**config.mk**
```make
export PLATFORM = sky130hd
export DESIGN_NAME = tilt_to_gamepad_mapper_unit_flat
export DESIGN_NICKNAME = d
export VERILOG_FILES = /design/src/hdl/tgm_pkg.sv /design/src/hdl/tgm_sample_if.sv /design/src/hdl/tgm_result_if.sv /design/src/hdl/tilt_to_gamepad_mapper_unit.sv /design/src/hdl/tgm_div.sv /design/src/hdl/tgm_sqrt.sv /design/src/flat_wrapper.sv
export VERILOG_INCLUDE_DIRS = /design/src /design/src/hdl
export SDC_FILE = /design/constraint.sdc
export NUM_CORES = 2
export LEC_CHECK = 0
export BUFFER_PORTS_ARGS = -buffer_cell sky130_fd_sc_hd__buf_2
export CORE_MARGIN = 1
export CORE_UTILIZATION = 40
export DETAILED_ROUTE_END_ITERATION = 8
export PLACE_DENSITY = 0.61
export SLEW_MARGIN = 20
export SYNTH_ARGS = -nofsm -noshare
export SYNTH_HDL_FRONTEND = slang
export SYNTH_HIERARCHICAL = 1
export SYNTH_SLANG_ARGS = --single-unit
```
**constraint.sdc**
```tcl
create_clock -name clk -period 23.9 [get_ports clk]
set_clock_uncertainty 0.1 [all_clocks]
set_input_delay 4.78 -clock clk [delete_from_list [all_inputs] [get_ports clk]]
set_output_delay 4.78 -clock clk [all_outputs]
set_load 0.03 [all_outputs]
```
**src/hdl/assert_macros.svh**
```systemverilog
`ifndef ASSERT_MACROS_SVH
`define ASSERT_MACROS_SVH

// check on every clock edge outside reset
`define TGM_ASSERT(lbl, prop) \
	lbl: assert property (@(posedge clk) disable iff (!arst_n) prop) \
		else $error("tgm check failed");

// check on every clock edge, reset included
`define TGM_ASSERT_ALWAYS(lbl, prop) \
	lbl: assert property (@(posedge clk) prop) \
		else $error("tgm check failed");

`endif

```
**src/hdl/tgm_pkg.sv**
```systemverilog
`timescale 1ns / 1ps
`default_nettype none
package tgm_pkg;

	localparam int ACC_W      = 16;
	localparam int BTN_W      = 10;
	localparam int STICK_W    = 14;
	localparam int GAIN_W     = 12;
	localparam int DZ_W       = 12;
	localparam int INV_W      = 13;
	localparam int CAL_W      = 15;
	localparam int MODE_W     = 3;
	localparam int FLAG_W     = 4;
	localparam int CFG_IDX_W  = 3;
	localparam int CFG_DATA_W = 15;

	localparam int CORD_W     = 34;
	localparam int ANG_W      = 21;
	localparam int TILT_W     = 22;
	localparam int AXIS_W     = 27;
	localparam int SAT_W      = 25;
	localparam int MUL_W      = 27;
	localparam int PROD_W     = 2 * MUL_W;
	localparam int DIVD_W     = 50;
	localparam int DIVS_W     = 26;
	localparam int ROOT_W     = 30;
	localparam int RAD_W      = 2 * ROOT_W;
	localparam int SQ_W       = 32;
	localparam int ATAN_STEPS = 16;
	localparam int STEP_W     = $clog2(ATAN_STEPS);

	localparam int PI_Q16     = 205887;
	localparam int THRESH_Q12 = 2048;
	localparam int ONE_Q12    = 4096;
	localparam int SAT_Q12    = 16777216;

	localparam logic [MODE_W-1:0] MODE_OFF    = 3'd0;
	localparam logic [MODE_W-1:0] MODE_ANALOG = 3'd1;
	localparam logic [MODE_W-1:0] MODE_DPAD   = 3'd2;
	localparam logic [MODE_W-1:0] MODE_ACTION = 3'd3;
	localparam logic [MODE_W-1:0] MODE_TRIG   = 3'd4;

	localparam logic [CFG_IDX_W-1:0] CFG_TILT_MODE = 3'd0;
	localparam logic [CFG_IDX_W-1:0] CFG_OPTIONS   = 3'd1;
	localparam logic [CFG_IDX_W-1:0] CFG_CAL_ANGLE = 3'd2;
	localparam logic [CFG_IDX_W-1:0] CFG_X_SENS    = 3'd3;
	localparam logic [CFG_IDX_W-1:0] CFG_Y_SENS    = 3'd4;
	localparam logic [CFG_IDX_W-1:0] CFG_DEADZONE  = 3'd5;
	localparam logic [CFG_IDX_W-1:0] CFG_INV_DZ    = 3'd6;

	localparam int OPT_SWAP     = 0;
	localparam int OPT_INV_X    = 1;
	localparam int OPT_INV_Y    = 2;
	localparam int OPT_CIRCULAR = 3;

	localparam logic [BTN_W-1:0] B_RIGHT    = 10'h001;
	localparam logic [BTN_W-1:0] B_DOWN     = 10'h002;
	localparam logic [BTN_W-1:0] B_LEFT     = 10'h004;
	localparam logic [BTN_W-1:0] B_UP       = 10'h008;
	localparam logic [BTN_W-1:0] B_CIRCLE   = 10'h010;
	localparam logic [BTN_W-1:0] B_CROSS    = 10'h020;
	localparam logic [BTN_W-1:0] B_SQUARE   = 10'h040;
	localparam logic [BTN_W-1:0] B_TRIANGLE = 10'h080;
	localparam logic [BTN_W-1:0] B_LTRIG    = 10'h100;
	localparam logic [BTN_W-1:0] B_RTRIG    = 10'h200;

	localparam logic signed [ANG_W-1:0] ATAN_TAB [ATAN_STEPS] = '{
		21'sd51472, 21'sd30386, 21'sd16055, 21'sd8150,
		21'sd4091,  21'sd2047,  21'sd1024,  21'sd512,
		21'sd256,   21'sd128,   21'sd64,    21'sd32,
		21'sd16,    21'sd8,     21'sd4,     21'sd2
	};

	typedef struct packed {
		logic              start;
		logic [DIVD_W-1:0] dividend;
		logic [DIVS_W-1:0] divisor;
	} div_req_t;

	typedef struct packed {
		logic              done;
		logic [DIVD_W-1:0] quot;
	} div_rsp_t;

	typedef struct packed {
		logic             start;
		logic [RAD_W-1:0] radicand;
	} sqrt_req_t;

	typedef struct packed {
		logic              done;
		logic [ROOT_W-1:0] root;
	} sqrt_rsp_t;

endpackage
`default_nettype wire

```
**src/hdl/tgm_sample_if.sv**
```systemverilog
`timescale 1ns / 1ps
`default_nettype none
interface tgm_sample_if;
	logic                                valid;
	logic                                ready;
	logic                                cmd;
	logic signed [tgm_pkg::ACC_W-1:0]    accel_x;
	logic signed [tgm_pkg::ACC_W-1:0]    accel_y;
	logic signed [tgm_pkg::ACC_W-1:0]    accel_z;
	logic        [tgm_pkg::BTN_W-1:0]    external_held;

	modport source (output valid, cmd, accel_x, accel_y, accel_z, external_held,
		input ready);
	modport sink (input valid, cmd, accel_x, accel_y, accel_z, external_held,
		output ready);
endinterface
`default_nettype wire

```
**src/hdl/tgm_result_if.sv**
```systemverilog
`timescale 1ns / 1ps
`default_nettype none
interface tgm_result_if;
	logic                                valid;
	logic                                ready;
	logic                                stick_valid;
	logic signed [tgm_pkg::STICK_W-1:0]  stick_x;
	logic signed [tgm_pkg::STICK_W-1:0]  stick_y;
	logic        [tgm_pkg::BTN_W-1:0]    press_mask;
	logic        [tgm_pkg::BTN_W-1:0]    release_mask;

	modport source (output valid, stick_valid, stick_x, stick_y, press_mask,
		release_mask, input ready);
	modport sink (input valid, stick_valid, stick_x, stick_y, press_mask,
		release_mask, output ready);
endinterface
`default_nettype wire

```
**src/hdl/tilt_to_gamepad_mapper_unit.sv**
```systemverilog
// Channel    Dir  Handshake      Payload
// sample_ch  in   valid/ready    cmd, accel_x, accel_y, accel_z, external_held
// result_ch  out  valid/ready    stick_valid, stick_x, stick_y, press_mask, release_mask
// cfg        in   cfg_we         cfg_index, cfg_data
//
// One item at a time. A release command or off mode goes straight to the result; a button
// mode runs a 30-step square root, two 16-step CORDIC passes and gain multiplies.
// Analog mode adds up to two 50-step divisions for the deadzone; the circular
// inverse deadzone adds another square root and two more divisions.
// Reset clears state and held buttons and sets the config registers to their defaults at once.
// A finished item waits in the output register while the next one is taken.
`timescale 1ns / 1ps
`default_nettype none
`include "assert_macros.svh"
module tilt_to_gamepad_mapper_unit (
	input  logic                                clk,
	input  logic                                arst_n,
	tgm_sample_if.sink                          sample_ch,
	tgm_result_if.source                        result_ch,
	input  logic                                cfg_we,
	input  logic [tgm_pkg::CFG_IDX_W-1:0]       cfg_index,
	input  logic [tgm_pkg::CFG_DATA_W-1:0]      cfg_data
);
	localparam int AW = tgm_pkg::AXIS_W;
	localparam int G3W = tgm_pkg::GAIN_W + 2;
	localparam logic signed [tgm_pkg::ANG_W-1:0] PiA = tgm_pkg::ANG_W'(tgm_pkg::PI_Q16);
	localparam logic signed [tgm_pkg::TILT_W-1:0] ThrT =
		tgm_pkg::TILT_W'(tgm_pkg::THRESH_Q12);
	localparam logic signed [AW-1:0] OneA = AW'(tgm_pkg::ONE_Q12);
	localparam logic signed [AW-1:0] SatA = AW'(tgm_pkg::SAT_Q12);
	localparam logic [tgm_pkg::DIVD_W:0] SatQ = (tgm_pkg::DIVD_W + 1)'(tgm_pkg::SAT_Q12);
	localparam logic [tgm_pkg::STEP_W-1:0] StepLast = tgm_pkg::STEP_W'(tgm_pkg::ATAN_STEPS - 1);

	typedef enum logic [4:0] {
		ST_IDLE, ST_MSQ1, ST_MSQ2, ST_MSQ3, ST_HYPW, ST_CORD, ST_TX, ST_TY, ST_TYW,
		ST_DZS, ST_DZW, ST_INV, ST_CM1, ST_CM2, ST_CM3, ST_CMW, ST_CS, ST_CSD, ST_CSW,
		ST_FIN
	} state_t;

	state_t state_q;

	logic [tgm_pkg::MODE_W-1:0]          mode_q;
	logic [tgm_pkg::FLAG_W-1:0]          flags_q;
	logic signed [tgm_pkg::CAL_W-1:0]    cal_q;
	logic [tgm_pkg::GAIN_W-1:0]          xs_q, ys_q;
	logic [tgm_pkg::DZ_W-1:0]            dz_q;
	logic [tgm_pkg::INV_W-1:0]           inv_q;
	logic [tgm_pkg::BTN_W-1:0]           held_q;

	logic                                cmd_q;
	logic signed [tgm_pkg::ACC_W-1:0]    ax_q, ay_q, az_q;
	logic [tgm_pkg::BTN_W-1:0]           ext_q;
	logic [tgm_pkg::DIVD_W-1:0]          acc_q;
	logic signed [tgm_pkg::PROD_W-1:0]   prod_q;
	logic signed [tgm_pkg::CORD_W-1:0]   cx_q, cy_q;
	logic signed [tgm_pkg::ANG_W-1:0]    cz_q;
	logic [tgm_pkg::STEP_W-1:0]          it_q;
	logic                                csel_q;
	logic signed [tgm_pkg::ANG_W-1:0]    xa_q, ya_q;
	logic signed [tgm_pkg::TILT_W-1:0]   tx_q, ty_q;
	logic                                axis_q;
	logic                                neg_q;
	logic signed [AW-1:0]                vx_q, vy_q;
	logic [tgm_pkg::DIVS_W-1:0]          m_q;

	logic                                out_valid_q;
	logic                                o_stick_valid_q;
	logic signed [tgm_pkg::STICK_W-1:0]  o_sx_q, o_sy_q;
	logic [tgm_pkg::BTN_W-1:0]           o_press_q, o_rel_q;

	tgm_pkg::div_req_t  div_req;
	tgm_pkg::div_rsp_t  div_rsp;
	tgm_pkg::sqrt_req_t sqrt_req;
	tgm_pkg::sqrt_rsp_t sqrt_rsp;

	tgm_div u_div (.clk(clk), .arst_n(arst_n), .req(div_req), .rsp(div_rsp));
	tgm_sqrt u_sqrt (.clk(clk), .arst_n(arst_n), .req(sqrt_req), .rsp(sqrt_rsp));

	logic                                accept;
	logic signed [tgm_pkg::ACC_W-1:0]    sw_x, sw_y;
	logic [G3W-1:0]                      xs3, ys3;
	logic signed [tgm_pkg::MUL_W-1:0]    mul_a, mul_b;
	logic [tgm_pkg::DIVD_W-1:0]          sq_sum;
	logic signed [tgm_pkg::PROD_W-1:0]   rnd;
	logic signed [tgm_pkg::TILT_W-1:0]   tilt_new;
	logic signed [AW-1:0]                v_sel, v_abs, inv_a;
	logic [tgm_pkg::DIVS_W-1:0]          m_inv;

	logic signed [tgm_pkg::CORD_W-1:0]   sx_c, sy_c, nx_c, ny_c;
	logic signed [tgm_pkg::ANG_W-1:0]    nz_c, z_fin, xa_new, ya_raw, ya_new, cal16;
	logic                                cord_done;
	logic signed [tgm_pkg::CORD_W-1:0]   yx0, yy0, yxi, yyi;
	logic signed [tgm_pkg::ANG_W-1:0]    yzi;

	logic signed [tgm_pkg::TILT_W+1:0]   t_e, d_e, num_p, num_n;
	logic                                dz_pos, dz_neg;
	logic [tgm_pkg::DIVD_W:0]            qd;
	logic signed [AW-1:0]                sat_v, dz_res, cs_res;

	logic                                f_valid;
	logic signed [tgm_pkg::STICK_W-1:0]  f_sx, f_sy;
	logic [tgm_pkg::BTN_W-1:0]           f_press, f_rel, f_held;
	logic                                fin_go;

	function automatic logic signed [tgm_pkg::STICK_W-1:0] clamp_one(
		input logic signed [AW-1:0] v);
		logic signed [tgm_pkg::STICK_W-1:0] r;
		if (v > OneA)
			r = OneA[tgm_pkg::STICK_W-1:0];
		else if (v < -OneA)
			r = -OneA[tgm_pkg::STICK_W-1:0];
		else
			r = v[tgm_pkg::STICK_W-1:0];
		return r;
	endfunction

	assign accept = sample_ch.valid && sample_ch.ready;
	assign sample_ch.ready = (state_q == ST_IDLE);

	assign sw_x = flags_q[tgm_pkg::OPT_SWAP] ? sample_ch.accel_y : sample_ch.accel_x;
	assign sw_y = flags_q[tgm_pkg::OPT_SWAP] ? sample_ch.accel_x : sample_ch.accel_y;

	assign xs3 = {2'b00, xs_q} + {1'b0, xs_q, 1'b0};
	assign ys3 = {2'b00, ys_q} + {1'b0, ys_q, 1'b0};

	assign v_sel = axis_q ? vy_q : vx_q;
	assign v_abs = v_sel[AW-1] ? -v_sel : v_sel;
	assign inv_a = AW'(inv_q);
	assign m_inv = m_q + tgm_pkg::DIVS_W'(inv_q);

	always_comb begin
		mul_a = '0;
		mul_b = '0;
		unique case (state_q)
			ST_MSQ1: begin
				mul_a = tgm_pkg::MUL_W'(ay_q);
				mul_b = tgm_pkg::MUL_W'(ay_q);
			end
			ST_MSQ2: begin
				mul_a = tgm_pkg::MUL_W'(az_q);
				mul_b = tgm_pkg::MUL_W'(az_q);
			end
			ST_TX: begin
				mul_a = tgm_pkg::MUL_W'(xa_q);
				mul_b = {{(tgm_pkg::MUL_W - G3W){1'b0}}, xs3};
			end
			ST_TY: begin
				mul_a = tgm_pkg::MUL_W'(ya_q);
				mul_b = {{(tgm_pkg::MUL_W - G3W){1'b0}}, ys3};
			end
			ST_CM1: begin
				mul_a = vx_q;
				mul_b = vx_q;
			end
			ST_CM2: begin
				mul_a = vy_q;
				mul_b = vy_q;
			end
			ST_CS: begin
				mul_a = v_abs;
				mul_b = {1'b0, m_inv};
			end
			default: begin
			end
		endcase
	end

	assign sq_sum   = acc_q + prod_q[tgm_pkg::DIVD_W-1:0];
	assign rnd      = prod_q + {{(tgm_pkg::PROD_W - 12){1'b0}}, 12'd2048};
	assign tilt_new = rnd[tgm_pkg::TILT_W+11:12];

	// CORDIC vectoring step
	assign sx_c  = cx_q >>> it_q;
	assign sy_c  = cy_q >>> it_q;
	assign nx_c  = cy_q[tgm_pkg::CORD_W-1] ? cx_q - sy_c : cx_q + sy_c;
	assign ny_c  = cy_q[tgm_pkg::CORD_W-1] ? cy_q + sx_c : cy_q - sx_c;
	assign nz_c  = cy_q[tgm_pkg::CORD_W-1] ? cz_q - tgm_pkg::ATAN_TAB[it_q]
		: cz_q + tgm_pkg::ATAN_TAB[it_q];
	assign cord_done = (cy_q == '0) || (it_q == StepLast);
	assign z_fin  = (cy_q == '0) ? cz_q : nz_c;
	assign xa_new = flags_q[tgm_pkg::OPT_INV_X] ? -z_fin : z_fin;
	assign cal16  = {{2{cal_q[tgm_pkg::CAL_W-1]}}, cal_q, 4'b0000};
	assign ya_raw = z_fin - cal16;
	assign ya_new = flags_q[tgm_pkg::OPT_INV_Y] ? -ya_raw : ya_raw;

	assign yx0 = {{4{ay_q[tgm_pkg::ACC_W-1]}}, ay_q, 14'd0};
	assign yy0 = {{4{az_q[tgm_pkg::ACC_W-1]}}, az_q, 14'd0};
	assign yxi = yx0[tgm_pkg::CORD_W-1] ? -yx0 : yx0;
	assign yyi = yx0[tgm_pkg::CORD_W-1] ? -yy0 : yy0;
	assign yzi = yx0[tgm_pkg::CORD_W-1] ? (yy0[tgm_pkg::CORD_W-1] ? -PiA : PiA) : '0;

	// deadzone
	assign t_e    = (tgm_pkg::TILT_W + 2)'(axis_q ? ty_q : tx_q);
	assign d_e    = (tgm_pkg::TILT_W + 2)'(dz_q);
	assign dz_pos = (t_e > d_e);
	assign dz_neg = (t_e < -d_e);
	assign num_p  = t_e - d_e;
	assign num_n  = -t_e - d_e;
	assign qd     = {1'b0, div_rsp.quot} + (tgm_pkg::DIVD_W + 1)'(dz_q);
	assign sat_v  = (qd > SatQ) ? SatA : {2'b00, qd[tgm_pkg::SAT_W-1:0]};
	assign dz_res = neg_q ? -sat_v : sat_v;
	assign cs_res = v_sel[AW-1] ? -{1'b0, div_rsp.quot[AW-2:0]}
		: {1'b0, div_rsp.quot[AW-2:0]};

	always_comb begin
		div_req.start    = 1'b0;
		div_req.dividend = {{(tgm_pkg::DIVD_W - tgm_pkg::TILT_W - 12){1'b0}},
			(dz_pos ? num_p[tgm_pkg::TILT_W-1:0] : num_n[tgm_pkg::TILT_W-1:0]), 12'd0};
		div_req.divisor  = tgm_pkg::DIVS_W'(13'd4096 - {1'b0, dz_q});
		if (state_q == ST_DZS) begin
			div_req.start = dz_pos || dz_neg;
		end else if (state_q == ST_CSD) begin
			div_req.start    = 1'b1;
			div_req.dividend = prod_q[tgm_pkg::DIVD_W-1:0];
			div_req.divisor  = m_q;
		end
	end

	always_comb begin
		sqrt_req.start    = (state_q == ST_MSQ3) || (state_q == ST_CM3);
		sqrt_req.radicand = (state_q == ST_MSQ3)
			? {sq_sum[tgm_pkg::SQ_W-1:0], {(tgm_pkg::RAD_W - tgm_pkg::SQ_W){1'b0}}}
			: {{(tgm_pkg::RAD_W - tgm_pkg::DIVD_W){1'b0}}, sq_sum};
	end

	// result and held buttons
	always_comb begin
		logic xn, xp, yn, yp, dp;
		logic [tgm_pkg::BTN_W-1:0] blocked, xm, ym, pr, up, dn;
		xn = (tx_q < -ThrT);
		xp = (tx_q > ThrT);
		yn = (ty_q < -ThrT);
		yp = (ty_q > ThrT);
		dp = (mode_q == tgm_pkg::MODE_DPAD);
		blocked = ext_q | held_q;
		xm = dp ? (tgm_pkg::B_RIGHT | tgm_pkg::B_LEFT) : (tgm_pkg::B_SQUARE | tgm_pkg::B_CIRCLE);
		ym = dp ? (tgm_pkg::B_UP | tgm_pkg::B_DOWN) : (tgm_pkg::B_TRIANGLE | tgm_pkg::B_CROSS);
		pr = '0;
		up = '0;
		dn = '0;
		f_valid = 1'b0;
		f_sx    = '0;
		f_sy    = '0;
		f_press = '0;
		f_rel   = '0;
		f_held  = held_q;
		if (cmd_q) begin
			f_valid = 1'b1;
			f_rel   = held_q;
			f_held  = '0;
		end else begin
			unique case (mode_q)
				tgm_pkg::MODE_ANALOG: begin
					f_valid = 1'b1;
					f_sx    = clamp_one(vx_q);
					f_sy    = clamp_one(vy_q);
				end
				tgm_pkg::MODE_DPAD, tgm_pkg::MODE_ACTION: begin
					if (!xn && !xp) begin
						f_rel  = f_rel | (held_q & xm);
						f_held = f_held & ~xm;
					end
					if (!yn && !yp) begin
						f_rel  = f_rel | (held_q & ym);
						f_held = f_held & ~ym;
					end
					if (xn || xp || yn || yp) begin
						if (xn) pr = pr | (dp ? tgm_pkg::B_LEFT : tgm_pkg::B_SQUARE);
						if (xp) pr = pr | (dp ? tgm_pkg::B_RIGHT : tgm_pkg::B_CIRCLE);
						if (yn) pr = pr | (dp ? tgm_pkg::B_DOWN : tgm_pkg::B_CROSS);
						if (yp) pr = pr | (dp ? tgm_pkg::B_UP : tgm_pkg::B_TRIANGLE);
						f_press = pr & ~blocked;
						f_held  = f_held | f_press;
					end
				end
				tgm_pkg::MODE_TRIG: begin
					priority if (yp) begin
						dn = tgm_pkg::B_LTRIG | tgm_pkg::B_RTRIG;
					end else if (!xn && !xp) begin
						up = tgm_pkg::B_LTRIG | tgm_pkg::B_RTRIG;
					end else if (xn) begin
						dn = tgm_pkg::B_LTRIG;
						up = tgm_pkg::B_RTRIG;
					end else begin
						dn = tgm_pkg::B_RTRIG;
						up = tgm_pkg::B_LTRIG;
					end
					f_press = dn & ~blocked;
					f_rel   = held_q & up;
					f_held  = (held_q & ~up) | f_press;
				end
				default: begin
				end
			endcase
		end
	end

	assign fin_go = (state_q == ST_FIN) && (!out_valid_q || result_ch.ready);

	always_ff @(posedge clk or negedge arst_n) begin
		if (!arst_n) begin
			state_q     <= ST_IDLE;
			mode_q      <= tgm_pkg::MODE_OFF;
			flags_q     <= '0;
			cal_q       <= '0;
			xs_q        <= 12'd256;
			ys_q        <= 12'd256;
			dz_q        <= '0;
			inv_q       <= '0;
			held_q      <= '0;
			out_valid_q <= 1'b0;
		end else begin
			prod_q <= mul_a * mul_b;
			if (cfg_we) begin
				unique case (cfg_index)
					tgm_pkg::CFG_TILT_MODE: mode_q  <= cfg_data[tgm_pkg::MODE_W-1:0];
					tgm_pkg::CFG_OPTIONS:   flags_q <= cfg_data[tgm_pkg::FLAG_W-1:0];
					tgm_pkg::CFG_CAL_ANGLE: cal_q   <= cfg_data[tgm_pkg::CAL_W-1:0];
					tgm_pkg::CFG_X_SENS:    xs_q    <= cfg_data[tgm_pkg::GAIN_W-1:0];
					tgm_pkg::CFG_Y_SENS:    ys_q    <= cfg_data[tgm_pkg::GAIN_W-1:0];
					tgm_pkg::CFG_DEADZONE:  dz_q    <= cfg_data[tgm_pkg::DZ_W-1:0];
					tgm_pkg::CFG_INV_DZ:    inv_q   <= cfg_data[tgm_pkg::INV_W-1:0];
					default: begin
					end
				endcase
			end
			if (out_valid_q && result_ch.ready && !fin_go)
				out_valid_q <= 1'b0;

			unique case (state_q)
				ST_IDLE: begin
					if (accept) begin
						cmd_q <= sample_ch.cmd;
						ax_q  <= sw_x;
						ay_q  <= sw_y;
						az_q  <= sample_ch.accel_z;
						ext_q <= sample_ch.external_held;
						if (sample_ch.cmd || mode_q == tgm_pkg::MODE_OFF
							|| mode_q > tgm_pkg::MODE_TRIG)
							state_q <= ST_FIN;
						else
							state_q <= ST_MSQ1;
					end
				end
				ST_MSQ1: state_q <= ST_MSQ2;
				ST_MSQ2: begin
					acc_q   <= prod_q[tgm_pkg::DIVD_W-1:0];
					state_q <= ST_MSQ3;
				end
				ST_MSQ3: state_q <= ST_HYPW;
				ST_HYPW: begin
					if (sqrt_rsp.done) begin
						cx_q    <= tgm_pkg::CORD_W'(sqrt_rsp.root);
						cy_q    <= {{4{ax_q[tgm_pkg::ACC_W-1]}}, ax_q, 14'd0};
						cz_q    <= '0;
						it_q    <= '0;
						csel_q  <= 1'b0;
						state_q <= ST_CORD;
					end
				end
				ST_CORD: begin
					if (cord_done) begin
						if (!csel_q) begin
							xa_q   <= xa_new;
							cx_q   <= yxi;
							cy_q   <= yyi;
							cz_q   <= yzi;
							it_q   <= '0;
							csel_q <= 1'b1;
						end else begin
							ya_q    <= ya_new;
							state_q <= ST_TX;
						end
					end else begin
						cx_q <= nx_c;
						cy_q <= ny_c;
						cz_q <= nz_c;
						it_q <= it_q + 1'b1;
					end
				end
				ST_TX: state_q <= ST_TY;
				ST_TY: begin
					tx_q    <= tilt_new;
					state_q <= ST_TYW;
				end
				ST_TYW: begin
					ty_q   <= tilt_new;
					axis_q <= 1'b0;
					state_q <= (mode_q == tgm_pkg::MODE_ANALOG) ? ST_DZS : ST_FIN;
				end
				ST_DZS: begin
					neg_q <= !dz_pos;
					if (dz_pos || dz_neg) begin
						state_q <= ST_DZW;
					end else begin
						if (axis_q) vy_q <= '0;
						else vx_q <= '0;
						axis_q  <= 1'b1;
						state_q <= axis_q ? ST_INV : ST_DZS;
					end
				end
				ST_DZW: begin
					if (div_rsp.done) begin
						if (axis_q) vy_q <= dz_res;
						else vx_q <= dz_res;
						axis_q  <= 1'b1;
						state_q <= axis_q ? ST_INV : ST_DZS;
					end
				end
				ST_INV: begin
					priority if (inv_q == '0) begin
						state_q <= ST_FIN;
					end else if (flags_q[tgm_pkg::OPT_CIRCULAR]) begin
						state_q <= ST_CM1;
					end else begin
						vx_q    <= vx_q + (vx_q[AW-1] ? -inv_a : inv_a);
						vy_q    <= vy_q + (vy_q[AW-1] ? -inv_a : inv_a);
						state_q <= ST_FIN;
					end
				end
				ST_CM1: state_q <= ST_CM2;
				ST_CM2: begin
					acc_q   <= prod_q[tgm_pkg::DIVD_W-1:0];
					state_q <= ST_CM3;
				end
				ST_CM3: state_q <= ST_CMW;
				ST_CMW: begin
					if (sqrt_rsp.done) begin
						m_q    <= sqrt_rsp.root[tgm_pkg::DIVS_W-1:0];
						axis_q <= 1'b0;
						if (sqrt_rsp.root == '0) begin
							vx_q    <= '0;
							vy_q    <= '0;
							state_q <= ST_FIN;
						end else begin
							state_q <= ST_CS;
						end
					end
				end
				ST_CS:  state_q <= ST_CSD;
				ST_CSD: state_q <= ST_CSW;
				ST_CSW: begin
					if (div_rsp.done) begin
						if (axis_q) vy_q <= cs_res;
						else vx_q <= cs_res;
						axis_q  <= 1'b1;
						state_q <= axis_q ? ST_FIN : ST_CS;
					end
				end
				ST_FIN: begin
					if (fin_go) begin
						out_valid_q     <= 1'b1;
						o_stick_valid_q <= f_valid;
						o_sx_q          <= f_sx;
						o_sy_q          <= f_sy;
						o_press_q       <= f_press;
						o_rel_q         <= f_rel;
						held_q          <= f_held;
						state_q         <= ST_IDLE;
					end
				end
				default: state_q <= ST_IDLE;
			endcase
		end
	end

	assign result_ch.valid        = out_valid_q;
	assign result_ch.stick_valid  = o_stick_valid_q;
	assign result_ch.stick_x      = o_sx_q;
	assign result_ch.stick_y      = o_sy_q;
	assign result_ch.press_mask   = o_press_q;
	assign result_ch.release_mask = o_rel_q;

	`TGM_ASSERT(a_masks_disjoint, result_ch.valid |-> ((result_ch.press_mask & result_ch.release_mask) == '0))
	`TGM_ASSERT(a_stick_no_press, result_ch.valid && result_ch.stick_valid |-> result_ch.press_mask == '0)
	`TGM_ASSERT(a_accept_busy, sample_ch.valid && sample_ch.ready |=> state_q != ST_IDLE)
	`TGM_ASSERT(a_div_done_wait, div_rsp.done |-> state_q == ST_DZW || state_q == ST_CSW)
	`TGM_ASSERT(a_sqrt_done_wait, sqrt_rsp.done |-> state_q == ST_HYPW || state_q == ST_CMW)
	`TGM_ASSERT_ALWAYS(a_reset_no_out, !arst_n |-> !result_ch.valid)
endmodule
`default_nettype wire

```
**src/hdl/tgm_div.sv**
```systemverilog
`timescale 1ns / 1ps
`default_nettype none
module tgm_div (
	input  logic                clk,
	input  logic                arst_n,
	input  tgm_pkg::div_req_t   req,
	output tgm_pkg::div_rsp_t   rsp
);
	localparam int CntW = $clog2(tgm_pkg::DIVD_W);
	localparam logic [CntW-1:0] Last = CntW'(tgm_pkg::DIVD_W - 1);

	logic                        busy_q;
	logic                        done_q;
	logic [CntW-1:0]             cnt_q;
	logic [tgm_pkg::DIVD_W-1:0]  dq_q;
	logic [tgm_pkg::DIVS_W-1:0]  rem_q;
	logic [tgm_pkg::DIVS_W-1:0]  den_q;
	logic [tgm_pkg::DIVS_W:0]    sh;
	logic [tgm_pkg::DIVS_W:0]    diff;
	logic                        ge;

	assign sh   = {rem_q, dq_q[tgm_pkg::DIVD_W-1]};
	assign diff = sh - {1'b0, den_q};
	assign ge   = (sh >= {1'b0, den_q});

	always_ff @(posedge clk or negedge arst_n) begin
		if (!arst_n) begin
			busy_q <= 1'b0;
			done_q <= 1'b0;
			cnt_q  <= '0;
		end else begin
			done_q <= 1'b0;
			if (req.start) begin
				busy_q <= 1'b1;
				cnt_q  <= '0;
				dq_q   <= req.dividend;
				den_q  <= req.divisor;
				rem_q  <= '0;
			end else if (busy_q) begin
				rem_q <= ge ? diff[tgm_pkg::DIVS_W-1:0] : sh[tgm_pkg::DIVS_W-1:0];
				dq_q  <= {dq_q[tgm_pkg::DIVD_W-2:0], ge};
				cnt_q <= cnt_q + 1'b1;
				if (cnt_q == Last) begin
					busy_q <= 1'b0;
					done_q <= 1'b1;
				end
			end
		end
	end

	assign rsp.done = done_q;
	assign rsp.quot = dq_q;
endmodule
`default_nettype wire

```
**src/hdl/tgm_sqrt.sv**
```systemverilog
`timescale 1ns / 1ps
`default_nettype none
module tgm_sqrt (
	input  logic                clk,
	input  logic                arst_n,
	input  tgm_pkg::sqrt_req_t  req,
	output tgm_pkg::sqrt_rsp_t  rsp
);
	localparam int CntW = $clog2(tgm_pkg::ROOT_W);
	localparam logic [CntW-1:0] Last = CntW'(tgm_pkg::ROOT_W - 1);

	logic                        busy_q;
	logic                        done_q;
	logic [CntW-1:0]             cnt_q;
	logic [tgm_pkg::RAD_W-1:0]   rad_q;
	logic [tgm_pkg::ROOT_W:0]    rem_q;
	logic [tgm_pkg::ROOT_W-1:0]  root_q;
	logic [tgm_pkg::ROOT_W+2:0]  r2;
	logic [tgm_pkg::ROOT_W+2:0]  trial;
	logic [tgm_pkg::ROOT_W+2:0]  diff;
	logic                        ge;

	assign r2    = {rem_q, rad_q[tgm_pkg::RAD_W-1 -: 2]};
	assign trial = {1'b0, root_q, 2'b01};
	assign diff  = r2 - trial;
	assign ge    = (r2 >= trial);

	always_ff @(posedge clk or negedge arst_n) begin
		if (!arst_n) begin
			busy_q <= 1'b0;
			done_q <= 1'b0;
			cnt_q  <= '0;
		end else begin
			done_q <= 1'b0;
			if (req.start) begin
				busy_q <= 1'b1;
				cnt_q  <= '0;
				rad_q  <= req.radicand;
				rem_q  <= '0;
				root_q <= '0;
			end else if (busy_q) begin
				rem_q  <= ge ? diff[tgm_pkg::ROOT_W:0] : r2[tgm_pkg::ROOT_W:0];
				root_q <= {root_q[tgm_pkg::ROOT_W-2:0], ge};
				rad_q  <= {rad_q[tgm_pkg::RAD_W-3:0], 2'b00};
				cnt_q  <= cnt_q + 1'b1;
				if (cnt_q == Last) begin
					busy_q <= 1'b0;
					done_q <= 1'b1;
				end
			end
		end
	end

	assign rsp.done = done_q;
	assign rsp.root = root_q;
endmodule
`default_nettype wire

```
**src/flat_wrapper.sv**
```systemverilog
// flat-port wrapper written by rule: the top's interface ports become plain ports
module tilt_to_gamepad_mapper_unit_flat 
  (clk, arst_n, cfg_we, cfg_index, cfg_data, sample_ch_valid, sample_ch_cmd, sample_ch_accel_x, sample_ch_accel_y, sample_ch_accel_z, sample_ch_external_held, sample_ch_ready, result_ch_valid, result_ch_stick_valid, result_ch_stick_x, result_ch_stick_y, result_ch_press_mask, result_ch_release_mask, result_ch_ready);
  tgm_sample_if sample_ch_i ();
  tgm_result_if result_ch_i ();
  input  logic clk;
  input  logic arst_n;
  input  logic cfg_we;
  input  logic [tgm_pkg::CFG_IDX_W-1:0] cfg_index;
  input  logic [tgm_pkg::CFG_DATA_W-1:0] cfg_data;
  input wire logic [$bits(sample_ch_i.valid)-1:0] sample_ch_valid;
  input wire logic [$bits(sample_ch_i.cmd)-1:0] sample_ch_cmd;
  input wire logic [$bits(sample_ch_i.accel_x)-1:0] sample_ch_accel_x;
  input wire logic [$bits(sample_ch_i.accel_y)-1:0] sample_ch_accel_y;
  input wire logic [$bits(sample_ch_i.accel_z)-1:0] sample_ch_accel_z;
  input wire logic [$bits(sample_ch_i.external_held)-1:0] sample_ch_external_held;
  output wire logic [$bits(sample_ch_i.ready)-1:0] sample_ch_ready;
  output wire logic [$bits(result_ch_i.valid)-1:0] result_ch_valid;
  output wire logic [$bits(result_ch_i.stick_valid)-1:0] result_ch_stick_valid;
  output wire logic [$bits(result_ch_i.stick_x)-1:0] result_ch_stick_x;
  output wire logic [$bits(result_ch_i.stick_y)-1:0] result_ch_stick_y;
  output wire logic [$bits(result_ch_i.press_mask)-1:0] result_ch_press_mask;
  output wire logic [$bits(result_ch_i.release_mask)-1:0] result_ch_release_mask;
  input wire logic [$bits(result_ch_i.ready)-1:0] result_ch_ready;
  assign sample_ch_i.valid = sample_ch_valid;
  assign sample_ch_i.cmd = sample_ch_cmd;
  assign sample_ch_i.accel_x = sample_ch_accel_x;
  assign sample_ch_i.accel_y = sample_ch_accel_y;
  assign sample_ch_i.accel_z = sample_ch_accel_z;
  assign sample_ch_i.external_held = sample_ch_external_held;
  assign sample_ch_ready = sample_ch_i.ready;
  assign result_ch_valid = result_ch_i.valid;
  assign result_ch_stick_valid = result_ch_i.stick_valid;
  assign result_ch_stick_x = result_ch_i.stick_x;
  assign result_ch_stick_y = result_ch_i.stick_y;
  assign result_ch_press_mask = result_ch_i.press_mask;
  assign result_ch_release_mask = result_ch_i.release_mask;
  assign result_ch_i.ready = result_ch_ready;
  tilt_to_gamepad_mapper_unit u_core (.clk(clk), .arst_n(arst_n), .sample_ch(sample_ch_i), .result_ch(result_ch_i), .cfg_we(cfg_we), .cfg_index(cfg_index), .cfg_data(cfg_data));
endmodule
```
== Word-level counts from Yosys, hierarchy flattened ==
Memories as Yosys holds them, arrays and structs flattened.
Index checks and enable logic that the tools add are counted.

* Add/subtract/negate cells: 33
* Multipliers: 1
* Magnitude comparators: 15
* Eq/ne operators: 52
* Shift operators: 2
* Muxes and demuxes: 170
* Bitwise operators: 22
* Reductions and logical operators: 68

{| class="wikitable"
|+ Operators by type and width
! cell !! count
|-
| $mux W27 || 24
|-
| $mux W10 || 40
|-
| $pmux W27 S7 || 2
|-
| $mux W34 || 10
|-
| $pmux W27 S5 || 2
|-
| $mux W21 || 11
|-
| $mux W60 || 3
|-
| $pmux W34 S2 || 2
|-
| $mux W50 || 2
|-
| $pmux W5 S20 || 1
|-
| $and A10 B10 Y10 || 8
|-
| $mux W5 || 16
|-
| $mux W77 || 1
|-
| $mux W76 || 1
|-
| $or A10 B10 Y10 || 7
|-
| $add A34 B34 Y34 || 2
|-
| $neg A30 Y34 || 2
|-
| $sshr A34 B4 Y34 || 2
|-
| $sub A34 B34 Y34 || 2
|-
| $mux W31 || 2
|-
| $pmux W10 S2 || 3
|-
| $add A27 B27 Y27 || 2
|-
| $gt A27 B14 Y1 const B || 2
|-
| $lt A27 B13 Y1 const B || 2
|-
| 86 further kinds || 214
|}

* Flip-flop bits (word level): 795
* Memory bits (read-only): 336
* Input port bits: 82
* Output and inout port bits: 51
* Logic and storage cells: 416
* Memories kept: 1

{| class="wikitable"
|+ Memories
! memory !! words !! width !! rd ports !! clocked after memory_dff !! wr ports !! line !! RTL
|-
| (no name shown) || 16 || 21 || 1 || 0 || 0 || tilt_to_gamepad_mapper_unit.sv:177 || <nowiki>assign nz_c = cy_q[tgm_pkg::CORD_W-1] ? cz_q - tgm_pkg::ATAN_TAB[it_q]</nowiki>
|}

== Logic depth before layout (Yosys ltp) ==
* Word-level depth: 27
* Depth in mapped cells: 42
* Depth with buffers taken out: 40

== By module ==
Netlist, hierarchy kept.

{| class="wikitable"
|+ Modules (own cells, without submodules)
! module !! instances !! cells an instance !! area an instance (sq um) !! sequential area each (sq um)
|-
| tilt_to_gamepad_mapper_unit || 1 || 8128 || 73787.0 || 16293.1
|-
| tgm_sqrt || 1 || 715 || 7827.5 || 3808.7
|-
| tgm_div || 1 || 511 || 6125.9 || 3263.1
|}

== Worst setup path before layout ==
Ideal clock, no wire load.

* Kind: register to register
* Start point: reg u_core.axis_q
* End point: reg u_core/prod_q[48] (netlist name), data pin
* Library setup time: 281 ps
* Data arrival time: 10329 ps
* Data required time: 23519 ps
* Slack: 13189 ps
* Cell stages (with the launch flop): 40
* Buffers on the path: 7
* Clock period less this slack: 10711 ps
* Path through: edfxtp_1 -> clkbuf_1 -> buf_1 -> clkbuf_1 -> buf_2 -> buf_1 -> mux2i_1 -> ha_1 -> inv_1 -> a211o_1 -> or4_1 -> nor2_1 -> a21oi_1 -> xnor2_1 -> a211o_1 -> clkbuf_1 -> clkbuf_1 -> nand2_1 -> [4 not listed] -> inv_1 -> fa_1 -> inv_1 -> fa_1 -> fa_1 -> fa_1 -> ha_1 -> a21o_1 -> a21o_1 -> a2111oi_0 -> nor3_1 -> a21oi_1 -> o31ai_1 -> a211o_1 -> nand4_1 -> a2111oi_0 -> o31ai_1 -> o311ai_0

* Longest elaborated chain between the ends: 5

{| class="wikitable"
|+ RTL lines
! element !! line !! RTL
|-
| from (decl) || tilt_to_gamepad_mapper_unit.sv:61 || <nowiki>logic axis_q;</nowiki>
|-
| from (signal assigned) || tilt_to_gamepad_mapper_unit.sv:388 || <nowiki>axis_q <= 1'b0;</nowiki>
|-
| from (signal assigned) || tilt_to_gamepad_mapper_unit.sv:398 || <nowiki>axis_q <= 1'b1;</nowiki>
|-
| from (signal assigned) || tilt_to_gamepad_mapper_unit.sv:406 || <nowiki>axis_q <= 1'b1;</nowiki>
|-
| $mux W27 (*) || tilt_to_gamepad_mapper_unit.sv:126 || <nowiki>assign v_sel = axis_q ? vy_q : vx_q;</nowiki>
|-
| $neg A27 Y27 || tilt_to_gamepad_mapper_unit.sv:127 || <nowiki>assign v_abs = v_sel[AW-1] ? -v_sel : v_sel;</nowiki>
|-
| $mux W27 (*) || tilt_to_gamepad_mapper_unit.sv:127 ||
|-
| $pmux W27 S7 (*) || tilt_to_gamepad_mapper_unit.sv:134 || <nowiki>unique case (state_q)</nowiki>
|-
| $mul A27 B27 Y50 (*) || tilt_to_gamepad_mapper_unit.sv:313 || <nowiki>prod_q <= mul_a * mul_b;</nowiki>
|-
| to (signal assigned) || tilt_to_gamepad_mapper_unit.sv:313 ||
|-
| to (decl) || tilt_to_gamepad_mapper_unit.sv:54 || <nowiki>logic signed [tgm_pkg::PROD_W-1:0] prod_q;</nowiki>
|}

Every way passes the cells marked *; elsewhere a longest branch is shown, timed or not.
A chain may end at the register's enable or synchronous reset.

== Final worst setup path ==
Same ends and word-level chain as after synthesis.

==> flow_summary.ini <==
[die]
row_count = 171
initial_core_util_pct = 40.3
die_area_um2 = 221000
die_w_um = 470
core-area_um2 = 218000
io_pins = 133
die_h_um = 470

[placed_design]
dpl.cell_count = 12100
dpl_cell_area_um2 = 91600
hpwl_um = 225000
gp_congestion = 0.966
portBuffers = 132

[cts]
post_cts_buffers = 0
clk_pin_slew_ns = 0.07
root_buffer = clkbuf_16
numCtsBuffers = 99
ctsResizeCount = 0
cts_num_sinks = 795
cts-htree-levels = 3
cts_hold_buffers = 0
cts_tree = yes
insertion_delay_ns = 0.78
cts_buffer_depth = 3

[min_path]
hp-class = reg -> reg
hold_depth = 1

[status]
status = finished, final reports clean

[route]
drt_iter0_markers = 6682
drc = 0
drt-total-wl_um = 292000
firstDrtPassIters = 6
route.vias.total = 71400
vias_per_cell = 5.83
wl_per_cell_um = 23.9
ant_nets = 0

[worst_setup_path]
crit_path_start_kind = flop
crit_arrival_ns = 11.87
critPathKind = reg -> reg
worstPathRequired_ns = 24.31
slowest_stage = a211o_1
critPathMaxFanout = 61
crit_path_frequent_cell = inv_1
r2r_cells = 29
end_kind = flop
cpPeakStageDelay_ns = 0.82

[finish]
mostFrequentLayoutCell = inv_1
stdcell_area_um2 = 95100
layout_common_cells = 1065 x inv_1, 1047 x nand2_1, 734 x fa_1, 693 x edfxtp_1, 650 x nor2_1
layout.cells.non_filler = 12300
num-nets-final = 10700
layout-drive-gt1-share_pct = 9.34
area_growth_pct = 8.34
num-fill-cells = 20900

[sta]
rsz0062_at_grt = false
setup_viol = 0
worst_pin_slew_ns = 1.19
drv_slew = 0
max_clock_freq_mhz = 87.3
slew_headroom_pct = 19.4
fin_setup_tns_ns = 0
final_hold_viol_count = 0
post-route-period-util_pct = 47.9
finalCriticalPeriod_ns = 11.45

[synth]
syn_inst = 9354
yosys_warnings = 6
synth.net_count = 10700
syn-mean-instance-area_um2 = 9.38
synth_seq_area_share_pct = 26.6
synth_ff_type = edfxtp_1
synthArstFlopShare_pct = 12.8
synth_area_um2 = 87700
synth-seq-cells = 795
ys_types = 120
synth-edff-count = 693

[run]
max-cap-violations = 0

[global_routing]
grt_pass1_vias = 70100
grt.total_usage_pct = 25.9
grt_pass1_wl_um = 438000
antenna_found_initial = 23
overflow = 0
grt_start_max_net_pins = 75

[power]
power.leakage_uw = 0.0406
vdd.ir_drop.worst_uv = 57.1
powerDensity_nw_per_um2 = 41.7
Yosys cell counts (73+ instances only):
cell / count / area [um2]
nor2b_1: 97 / 607
nand3_1: 154 / 771
nor2_1: 653 / 2450
xnor2_1: 400 / 3500
nand2b_1: 92 / 576
mux4_2: 79 / 1780
dfrtp_1: 100 / 2500
a21o_1: 161 / 1210
nand2_1: 1050 / 3940
and2_1: 220 / 1380
and3_1: 98 / 613
clkbuf_1: 316 / 1190
ha_1: 564 / 7060
edfxtp_1: 693 / 20800
fa_1: 734 / 14700
nor3_1: 167 / 836
a21oi_1: 466 / 2330
a211oi_1: 84 / 631
xor2_1: 226 / 1980
mux2i_1: 162 / 1620
mux2_2: 228 / 2570
nand4_1: 73 / 457
o21ai_0: 429 / 2150
inv_1: 1066 / 4000
where the power goes:
part           leakage [uW]  switching (uW)  internal [uW]
clock               0.00168             682            932
sequential          0.00783            61.5           1550
combinational        0.0311             426            309
area by class of cell:
cell class / instances / area [um2] / share of cell area (%)
inverter: 1069 / 4010 / 4.22
timing repair buffer: 251 / 1560 / 1.65
clock inverter: 74 / 898 / 0.945
multi-input combinational: 7086 / 59100 / 62.1
tap: 2854 / 3570 / 3.76
sequential: 795 / 23400 / 24.6
antenna: 13 / 32.5 / 0.0342
clock buffer: 111 / 2550 / 2.69
sequential cells by signal, summed over array words and instances (netlist names), 21 cells and up:
register              count
u_core/acc_q             50
u_core/prod_q            50
u_core/u_div/rem_q       26
u_core/u_sqrt/rad_q      60
u_core/vy_q              27
u_core/vx_q              27
u_core/ty_q              22
u_core/tx_q              22
u_core/xa_q              21
u_core/u_sqrt/root_q     30
u_core/cy_q              34
u_core/u_sqrt/rem_q      31
u_core/cz_q              21
u_core/u_div/den_q       26
u_core/m_q               26
u_core/cx_q              34
u_core/ya_q              21
u_core/u_div/dq_q        50
worst max-delay path, delay by kind of cell, from the launching register on:
family          cells  cell delay [ns]
compound gates      8             2.94
simple gates        4             1.52
fa+ha+maj           8             4.58
flops               1             0.36
buf+inv             9             1.57
metal layers:
| layer | global-route usage, % | wire length, um | vias to the layer above |
|---|---|---|---|
| met2 | 40.0 | 129000 | 2964 |
| met5 | 0 | 7 | - |
| li1 | - | - | 32200 |
| met1 | 36.0 | 127000 | 35700 |
| met3 | 4.86 | 24800 | 514 |
| met4 | 9.37 | 11100 | 2 |
through the flow:
stage | total power, uW | setup slack [ns] | hold slack (ns) | util (%)
after global routing | 4120 | 11.68 | 0.449 | 43.7
final | 3960 | 12.45 | 0.431 | 43.7
after detailed placement | 2360 | 12.33 | 0.393 | 42.1
after global placement | 2340 | 12.47 | 0.391 | 42.1
after CTS | 3990 | 12.36 | 0.437 | 43.7
after floorplan | 2160 | 13.19 | 0.345 | -
kinds of logic after synthesis:
kind of cell               after synthesis  share of synthesized area, %
AOI/OAI and AO/OA                     1823                          13.5
xor gates and xnor gates               627                          6.27
adders and majority gates             1298                          24.8
buffers and inverters                 1473                          6.51
DFF                                    795                          26.6
muxes                                  472                          6.86
and+or+nand+nor                       2866                          15.5
worst paths after layout:
kind,startpoint,to,slack (ns)
worst max-delay path,u_core/axis_q,u_core/prod_q[48],12.45
worst min-delay path,u_core/cal_q[0],u_core/cal_q[0],0.43
worst max register to register,u_core/axis_q,u_core/prod_q[48],12.45
worst min register to register,u_core/cal_q[0],u_core/cal_q[0],0.43
max in group asynchronous,arst_n,u_core/u_sqrt/busy_q,18.34
min in group asynchronous,arst_n,u_core/dz_q[4],3.85
No activity file was read; power rests on OpenSTA's default activity.
